==> src/hsv2rgb_pkg.sv <==
// shared types, constants and the fraction table for the hsv to rgb pixel converter
`default_nettype none
package hsv2rgb_pkg;

	// fixed point format of saturation and value
	localparam int FRAC_BITS = 8;
	localparam int UNIT_W = FRAC_BITS + 1;
	localparam int ONE = 1 << FRAC_BITS;

	// port widths
	localparam int HUE_W = 9;
	localparam int SV_W = 10;
	localparam int CH_W = 8;

	// hue sectors and the in-sector fraction
	localparam int HUE_PER_SECTOR = 60;
	localparam int RAW_SECTORS = (2 ** HUE_W - 1) / HUE_PER_SECTOR;
	localparam int RAW_SEC_W = $clog2(RAW_SECTORS + 1);
	localparam int REM_W = $clog2(HUE_PER_SECTOR);
	localparam int F_W = 16;
	localparam int F_ONE = 1 << F_W;

	// level arithmetic widths
	localparam int SF_W = UNIT_W + F_W;
	localparam int FC_W = F_W + 1;
	localparam int SG_W = UNIT_W + FC_W;
	localparam int A_W = FRAC_BITS + F_W + 1;
	localparam int VA_W = UNIT_W + A_W;
	localparam int VP_W = 2 * UNIT_W;
	localparam int CV_W = UNIT_W + CH_W;
	localparam int LEVEL_SHIFT = 2 * FRAC_BITS + F_W;

	// request queue between front and back
	localparam int Q_DEPTH = 2;
	localparam int Q_PTR_W = $clog2(Q_DEPTH);
	localparam int Q_CNT_W = $clog2(Q_DEPTH + 1);

	typedef enum logic [2:0] {
		SEC_R_TO_Y = 3'd0,
		SEC_Y_TO_G = 3'd1,
		SEC_G_TO_C = 3'd2,
		SEC_C_TO_B = 3'd3,
		SEC_B_TO_M = 3'd4,
		SEC_M_TO_R = 3'd5
	} sector_t;

	typedef struct packed {
		sector_t sector;
		logic [UNIT_W-1:0] sat;
		logic [UNIT_W-1:0] val;
		logic [F_W-1:0] frac;
	} item_t;

	typedef struct packed {
		logic full;
		logic empty;
	} q_status_t;

	typedef logic [HUE_PER_SECTOR-1:0][F_W-1:0] frac_tbl_t;

	// floor(rem * 2^16 / 60) for every remainder
	function automatic frac_tbl_t build_frac_tbl();
		frac_tbl_t tbl;
		for (int i = 0; i < HUE_PER_SECTOR; i++) begin
			tbl[i] = F_W'((i << F_W) / HUE_PER_SECTOR);
		end
		return tbl;
	endfunction

	localparam frac_tbl_t FRAC_LUT = build_frac_tbl();

endpackage
`default_nettype wire

==> src/hsv2rgb_front.sv <==
// front end: clamps saturation and value, splits hue into sector and fraction
`default_nettype none
module hsv2rgb_front
	import hsv2rgb_pkg::*;
(
	input  wire logic                  clk,
	input  wire logic                  arst_n,
	input  wire logic                  start,
	output logic                       busy,
	input  wire logic [HUE_W-1:0]      hue_degrees,
	input  wire logic signed [SV_W-1:0] saturation,
	input  wire logic signed [SV_W-1:0] brightness,
	input  wire q_status_t             q_status,
	output logic                       push,
	output item_t                      push_item
);

	logic valid_s1;
	item_t item_s1;
	logic accept;
	logic advance;
	logic [RAW_SEC_W-1:0] raw_sector;
	logic [HUE_W-1:0] rem_full;
	logic [REM_W-1:0] rem;
	item_t item_d;

	function automatic logic [UNIT_W-1:0] clamp_unit(input logic signed [SV_W-1:0] x);
		int xi;
		xi = int'(x);
		if (xi < 0) begin
			return '0;
		end else if (xi > ONE) begin
			return UNIT_W'(ONE);
		end
		return UNIT_W'(xi);
	endfunction

	// sector count by compare against every boundary
	always_comb begin
		raw_sector = '0;
		for (int k = 1; k <= RAW_SECTORS; k++) begin
			if (int'(hue_degrees) >= k * HUE_PER_SECTOR) begin
				raw_sector = raw_sector + RAW_SEC_W'(1);
			end
		end
	end

	assign rem_full = hue_degrees - HUE_W'(raw_sector * HUE_W'(HUE_PER_SECTOR));
	assign rem = rem_full[REM_W-1:0];

	always_comb begin
		item_d.sat = clamp_unit(saturation);
		item_d.val = clamp_unit(brightness);
		item_d.frac = FRAC_LUT[rem];
		// a full turn and beyond wraps to the red sector
		if (int'(raw_sector) >= 6) begin
			item_d.sector = SEC_R_TO_Y;
		end else begin
			item_d.sector = sector_t'(raw_sector[2:0]);
		end
	end

	assign advance = !valid_s1 || !q_status.full;
	assign busy = !advance;
	assign accept = start && advance;
	assign push = valid_s1 && !q_status.full;
	assign push_item = item_s1;

	always_ff @(posedge clk or negedge arst_n) begin
		if (!arst_n) begin
			valid_s1 <= 1'b0;
		end else if (advance) begin
			valid_s1 <= accept;
		end
	end

	always_ff @(posedge clk) begin
		if (accept) begin
			item_s1 <= item_d;
		end
	end

endmodule
`default_nettype wire

==> src/hsv2rgb_queue.sv <==
// short request queue between front and back
`default_nettype none
module hsv2rgb_queue
	import hsv2rgb_pkg::*;
(
	input  wire logic  clk,
	input  wire logic  arst_n,
	input  wire logic  push,
	input  wire item_t push_item,
	input  wire logic  pop,
	output item_t      head_item,
	output q_status_t  status
);

	item_t entry_q [Q_DEPTH];
	logic [Q_PTR_W-1:0] wr_ptr_q;
	logic [Q_PTR_W-1:0] rd_ptr_q;
	logic [Q_CNT_W-1:0] count_q;
	logic do_push;
	logic do_pop;

	assign status.full = (count_q == Q_CNT_W'(Q_DEPTH));
	assign status.empty = (count_q == '0);
	assign do_push = push && !status.full;
	assign do_pop = pop && !status.empty;
	assign head_item = entry_q[rd_ptr_q];

	always_ff @(posedge clk or negedge arst_n) begin
		if (!arst_n) begin
			wr_ptr_q <= '0;
			rd_ptr_q <= '0;
			count_q <= '0;
		end else begin
			if (do_push) begin
				wr_ptr_q <= (int'(wr_ptr_q) == Q_DEPTH - 1) ? '0 : wr_ptr_q + Q_PTR_W'(1);
			end
			if (do_pop) begin
				rd_ptr_q <= (int'(rd_ptr_q) == Q_DEPTH - 1) ? '0 : rd_ptr_q + Q_PTR_W'(1);
			end
			if (do_push && !do_pop) begin
				count_q <= count_q + Q_CNT_W'(1);
			end else if (do_pop && !do_push) begin
				count_q <= count_q - Q_CNT_W'(1);
			end
		end
	end

	always_ff @(posedge clk) begin
		if (do_push) begin
			entry_q[wr_ptr_q] <= push_item;
		end
	end

endmodule
`default_nettype wire

==> src/hsv2rgb_back.sv <==
// back end: forms p, q and t, scales to 8 bits and orders the channels
`default_nettype none
module hsv2rgb_back
	import hsv2rgb_pkg::*;
(
	input  wire logic       clk,
	input  wire logic       arst_n,
	input  wire q_status_t  q_status,
	input  wire item_t      head_item,
	output logic            pop,
	output logic            done,
	output logic [CH_W-1:0] red,
	output logic [CH_W-1:0] green,
	output logic [CH_W-1:0] blue
);

	localparam logic [A_W-1:0] LEVEL_ONE = A_W'(1) << (FRAC_BITS + F_W);

	// stage 1
	logic valid_s1;
	sector_t sector_s1;
	logic [UNIT_W-1:0] val_s1;
	logic [SF_W-1:0] sf_s1;
	logic [SG_W-1:0] sg_s1;
	logic [VP_W-1:0] vp_s1;
	logic [CH_W-1:0] cv_s1;
	logic [FC_W-1:0] fc;
	logic [UNIT_W-1:0] one_minus_s;
	logic [CV_W-1:0] v255;

	// stage 2
	logic valid_s2;
	sector_t sector_s2;
	logic [VA_W-1:0] vq_s2;
	logic [VA_W-1:0] vt_s2;
	logic [CH_W-1:0] cv_s2;
	logic [CH_W-1:0] cp_s2;
	logic [A_W-1:0] aq;
	logic [A_W-1:0] at;
	logic [VP_W+CH_W-1:0] vp255;

	// stage 3
	logic [VA_W+CH_W-1:0] vq255;
	logic [VA_W+CH_W-1:0] vt255;
	logic [CH_W-1:0] cq;
	logic [CH_W-1:0] ct;

	assign pop = !q_status.empty;

	assign fc = FC_W'(F_ONE) - FC_W'(head_item.frac);
	assign one_minus_s = UNIT_W'(ONE) - head_item.sat;
	assign v255 = (CV_W'(head_item.val) << CH_W) - CV_W'(head_item.val);

	assign aq = LEVEL_ONE - A_W'(sf_s1);
	assign at = LEVEL_ONE - A_W'(sg_s1);
	assign vp255 = ((VP_W + CH_W)'(vp_s1) << CH_W) - (VP_W + CH_W)'(vp_s1);

	// times 255 as shift and subtract, then keep the integer part
	assign vq255 = ((VA_W + CH_W)'(vq_s2) << CH_W) - (VA_W + CH_W)'(vq_s2);
	assign vt255 = ((VA_W + CH_W)'(vt_s2) << CH_W) - (VA_W + CH_W)'(vt_s2);
	assign cq = vq255[LEVEL_SHIFT+CH_W-1:LEVEL_SHIFT];
	assign ct = vt255[LEVEL_SHIFT+CH_W-1:LEVEL_SHIFT];

	always_ff @(posedge clk or negedge arst_n) begin
		if (!arst_n) begin
			valid_s1 <= 1'b0;
			valid_s2 <= 1'b0;
			done <= 1'b0;
		end else begin
			valid_s1 <= pop;
			valid_s2 <= valid_s1;
			done <= valid_s2;
		end
	end

	always_ff @(posedge clk) begin
		sector_s1 <= head_item.sector;
		val_s1 <= head_item.val;
		sf_s1 <= SF_W'(head_item.sat) * SF_W'(head_item.frac);
		sg_s1 <= SG_W'(head_item.sat) * SG_W'(fc);
		vp_s1 <= VP_W'(head_item.val) * VP_W'(one_minus_s);
		cv_s1 <= v255[FRAC_BITS+CH_W-1:FRAC_BITS];

		sector_s2 <= sector_s1;
		vq_s2 <= VA_W'(val_s1) * VA_W'(aq);
		vt_s2 <= VA_W'(val_s1) * VA_W'(at);
		cv_s2 <= cv_s1;
		cp_s2 <= vp255[2*FRAC_BITS+CH_W-1:2*FRAC_BITS];

		unique case (sector_s2)
			SEC_Y_TO_G: begin
				red <= cq;
				green <= cv_s2;
				blue <= cp_s2;
			end
			SEC_G_TO_C: begin
				red <= cp_s2;
				green <= cv_s2;
				blue <= ct;
			end
			SEC_C_TO_B: begin
				red <= cp_s2;
				green <= cq;
				blue <= cv_s2;
			end
			SEC_B_TO_M: begin
				red <= ct;
				green <= cp_s2;
				blue <= cv_s2;
			end
			SEC_M_TO_R: begin
				red <= cv_s2;
				green <= cp_s2;
				blue <= cq;
			end
			default: begin
				red <= cv_s2;
				green <= ct;
				blue <= cp_s2;
			end
		endcase
	end

endmodule
`default_nettype wire

==> src/hsv_to_rgb_pixel_top.sv <==
// hsv to rgb pixel converter, top level
// path: front register, queue entry, back end stage 1 and stage 2 registers, then the output registers with done high
// throughput: one request per clock while busy is low, set by the three-stage back end multiplier pipeline
// busy stays low in steady flow since the back end drains the queue every cycle
// reset (arst_n low) clears the queue, all valid flags and done; no stored pixel state
`default_nettype none
module hsv_to_rgb_pixel_top
	import hsv2rgb_pkg::*;
(
	input  wire logic                   clk,
	input  wire logic                   arst_n,
	input  wire logic                   start,
	output logic                        busy,
	input  wire logic [HUE_W-1:0]       hue_degrees,
	input  wire logic signed [SV_W-1:0] saturation,
	input  wire logic signed [SV_W-1:0] brightness,
	output logic                        done,
	output logic [CH_W-1:0]             red,
	output logic [CH_W-1:0]             green,
	output logic [CH_W-1:0]             blue
);

	q_status_t q_status;
	logic push;
	logic pop;
	item_t push_item;
	item_t head_item;

	hsv2rgb_front u_front (
		.clk        (clk),
		.arst_n     (arst_n),
		.start      (start),
		.busy       (busy),
		.hue_degrees(hue_degrees),
		.saturation (saturation),
		.brightness (brightness),
		.q_status   (q_status),
		.push       (push),
		.push_item  (push_item)
	);

	hsv2rgb_queue u_queue (
		.clk      (clk),
		.arst_n   (arst_n),
		.push     (push),
		.push_item(push_item),
		.pop      (pop),
		.head_item(head_item),
		.status   (q_status)
	);

	hsv2rgb_back u_back (
		.clk      (clk),
		.arst_n   (arst_n),
		.q_status (q_status),
		.head_item(head_item),
		.pop      (pop),
		.done     (done),
		.red      (red),
		.green    (green),
		.blue     (blue)
	);

endmodule
`default_nettype wire
==> config.mk <==
export PLATFORM = sky130hd
export DESIGN_NAME = hsv_to_rgb_pixel_top
export DESIGN_NICKNAME = d
export VERILOG_FILES = /design/src/hsv2rgb_pkg.sv /design/src/hsv2rgb_front.sv /design/src/hsv2rgb_queue.sv /design/src/hsv2rgb_back.sv /design/src/hsv_to_rgb_pixel_top.sv
export SDC_FILE = /design/constraint.sdc
export NUM_CORES = 2
export LEC_CHECK = 0
export BUFFER_PORTS_ARGS = -buffer_cell sky130_fd_sc_hd__buf_2
export CAP_MARGIN = 20
export CORE_MARGIN = 5
export CORE_UTILIZATION = 65
export DETAILED_ROUTE_END_ITERATION = 12
export GPL_TIMING_DRIVEN = 0
export PLACE_DENSITY = 0.88
export SYNTH_ARGS = -nofsm -noshare
export SYNTH_HDL_FRONTEND = slang
export SYNTH_SLANG_ARGS = --single-unit
export TNS_END_PERCENT = 10
==> constraint.sdc <==
create_clock -name clk -period 11.4 [get_ports clk]
set_input_delay 0.57 -clock clk [delete_from_list [all_inputs] [get_ports clk]]
set_output_delay 0.57 -clock clk [all_outputs]
set_load 0.03 [all_outputs]
==> results.toml <==
[sta]
fmax_mhz = 116
finalSetupViolations = 0
worst_pin_slew_ps = 1060
rsz0062_at_grt = "no"
drv_slew = 0
post-route-period-util = 0.757
relSlewSlack = 0.271
hold_viol = 0
setup-tns-final_ps = 0
finalClockSkew_ps = 19.9
min_period_ps = 8630

[synth]
yosys.area_share.simple = 0.160
synth_area_leaders = "fa_1 30%, ha_1 11%, dfxtp_1 11%"
synth_xor_area_frac = 0.0530
synth_top_family_by_area = "adder cells"
synth_top_area_frac = 0.301
ys_types = 91
synthArstFlopShare = 0.0280
synth_compound_area_frac = 0.0789
syn_inst = 3850
syn_area_sq_um = 35600
synth.ff_latch_count = 286
synth_edf_count = 81
synth_warnings = 0
synth-seq-area-share = 0.185
postSynthAreaPerCell_sq_um = 9.25
yosysMostFrequentCell = "inv_1"
syn-num-nets = 4745
synth_ff_type = "dfxtp_1"
synth.top_cells.by_count = "792 x inv_1, 536 x fa_1, 330 x nand2_1"
synthAdderAreaFrac = 0.416
yosysTopAreaCell = "fa_1"
synthMuxAreaShare = 0.0140

[floorplan]
row_count = 85
dieArea_sq_um = 59600
start_util = 0.659
chipWidth_microns = 244
fp.dieH_microns = 244
core_area_sq_um = 54000
pin_count = 58

[placement]
dp_hpwl_mm = 68.9
gp_congestion = 0.965
io_buffers = 56
dp.cells = 4604
place_area_sq_um = 36800

[clocking]
root_buffer = "clkbuf_16"
clk_pin_slew_worst_paths_ps = 60
cts_max_level = 2
clock-sinks = 286
cts_made_buffers = 34
cts_tree = "built"
postCtsSetupBuffers = 0
clk_latency_ps = 570
clk_path_buf_depth = 3

[critical_path]
ff2ff_path_depth = 26
cp.arrival_ps = 9070
worstPathRequired_ps = 11840
startpoint = "u_queue.rd_ptr_q"
path_max_fanout = 10
crit_top_cell = "inv_1"
critPathLaunchType = "register"
r2r-end = "u_back.sg_s1[24]"
cp-endpoint = "u_back.sg_s1[24]"
critPathKind = "reg2reg"
cp_slowest_stage_delay_ps = 690
slowest_stage = "mux2i_1"
regToRegStartpoint = "u_queue.rd_ptr_q"
cp-end-kind = "register"
reg2reg_slack_ps = 2770

[layout]
drive_gt1_frac = 0.0458
post-route-util = 0.703
stdcell_area_sq_um = 38000
finalNonFillerCells = 4671
layout.nets = 4843
area_growth_pct = 6.71
fill_cells = 3710

[grt]
antenna_found_initial = 1
grt_max_degree = 28
grt_pass1_wl_mm = 144
grt_util_all_layers = 0.298
grt_overflow = 0
grt_pass1_vias = 28800

[route]
ant_nets = 0
drt-initial-drc-count = 2244
drt_pass1_iterations = 6
wl_per_cell_microns = 18.9
via_count = 27300
totalWireLength_mm = 88.1
vias_per_cell = 5.85
drcViolationCount = 0

[status]
status = "finished clean"

[flow_run]
cap_viol_max_count = 0

[worst_hold_path]
hp-class = "in2reg"
[logic make-up after synthesis]
| logic type | Yosys count |
|---|---|
| buffers and inverters | 879 |
| AND/OR/NAND/NOR | 1146 |
| multiplexers | 46 |
| adder cells (fa/ha/maj) | 863 |
| flip-flops | 286 |
| AO/OA/AOI/OAI | 417 |
| XOR/XNOR | 213 |
[layout make-up]
class,instances,area [sq um],area share
antenna,1,2.50,0.0000659
buffer,81,324,0.00853
clock buffer,42,943,0.0248
clock inverter,20,199,0.00524
inverter,798,3000,0.0788
multi-input combinational,2685,25700,0.677
sequential,286,6580,0.173
tap,696,871,0.0229
timing repair buffer,62,370,0.00975
[critical path: cells and delay by family, from the launching register on]
kind / cells / cell delay [ps]
adder cells (fa/ha/maj): 6 / 2670
AO/OA/AOI/OAI: 6 / 1870
flip-flops: 1 / 340
XOR/XNOR: 2 / 810
multiplexers: 1 / 690
AND/OR/NAND/NOR: 5 / 860
buffers and inverters: 6 / 1260
[per-stage QoR]
stage	worst slack (ps)	hold slack [ps]
final	2770	200
after global routing	2220	188
after CTS	2880	184
after detailed placement	2950	312
after global placement	3110	311
after floorplan	4400	274
[cell usage in the layout, fill, tap and decap left out, drive strengths merged, types with 101 or more instances in the layout]
cell / instances
and2: 304
a21oi: 101
dfxtp: 197
inv: 799
nand2: 330
xnor2: 169
nor2: 247
fa: 536
clkbuf: 113
ha: 327
[registers in the layout, summed over array words and instances (netlist names), 2 cells and up]
register	count
u_back.sf_s1	25
u_back.cp_s2	8
u_back.blue	8
u_back.vq_s2	34
u_back.cv_s1	8
u_back.red	8
u_back.sector_s2	3
u_back.vp_s1	18
u_back.val_s1	9
u_back.vt_s2	33
u_queue.count_q	2
u_back.green	8
u_queue.entry_q	54
u_back.sector_s1	3
u_front.push_item	27
u_back.sg_s1	24
u_back.cv_s2	8
[layer usage]
layer | share of wire | GRT usage | wire (microns) | vias to the layer above
met3 | 0.087 | 0.0554 | 7660 | 339
met2 | 0.48 | 0.504 | 42300 | 1361
li1 | - | - | - | 12300
met1 | 0.37 | 0.372 | 33000 | 13300
met5 | 0.00017 | 0 | 15 | -
met4 | 0.057 | 0.146 | 5030 | 2
[worst min path at each step]
stage,start,endpoint,cells past startpoint
6_report,start,u_front.valid_s1,2
5_1_grt,start,u_front.valid_s1,2
4_1_cts,start,u_front.valid_s1,2
3_5_place_dp,u_back.cv_s1[2],u_back.cv_s2[2],0
3_3_place_gp,u_back.cv_s1[5],u_back.cv_s2[5],0
2_1_floorplan,arst_n,u_back.done,0
[what timing repair did]
item,4_1_cts,5_1_grt
resized for setup,0,0
hold endpoints to repair,8,0
hold buffers,1,0
setup endpoints to repair,0,0
Power is left out: the tool's default activity adds up to more than one toggle a clock period on the data nets, which glitch-free logic cannot reach.
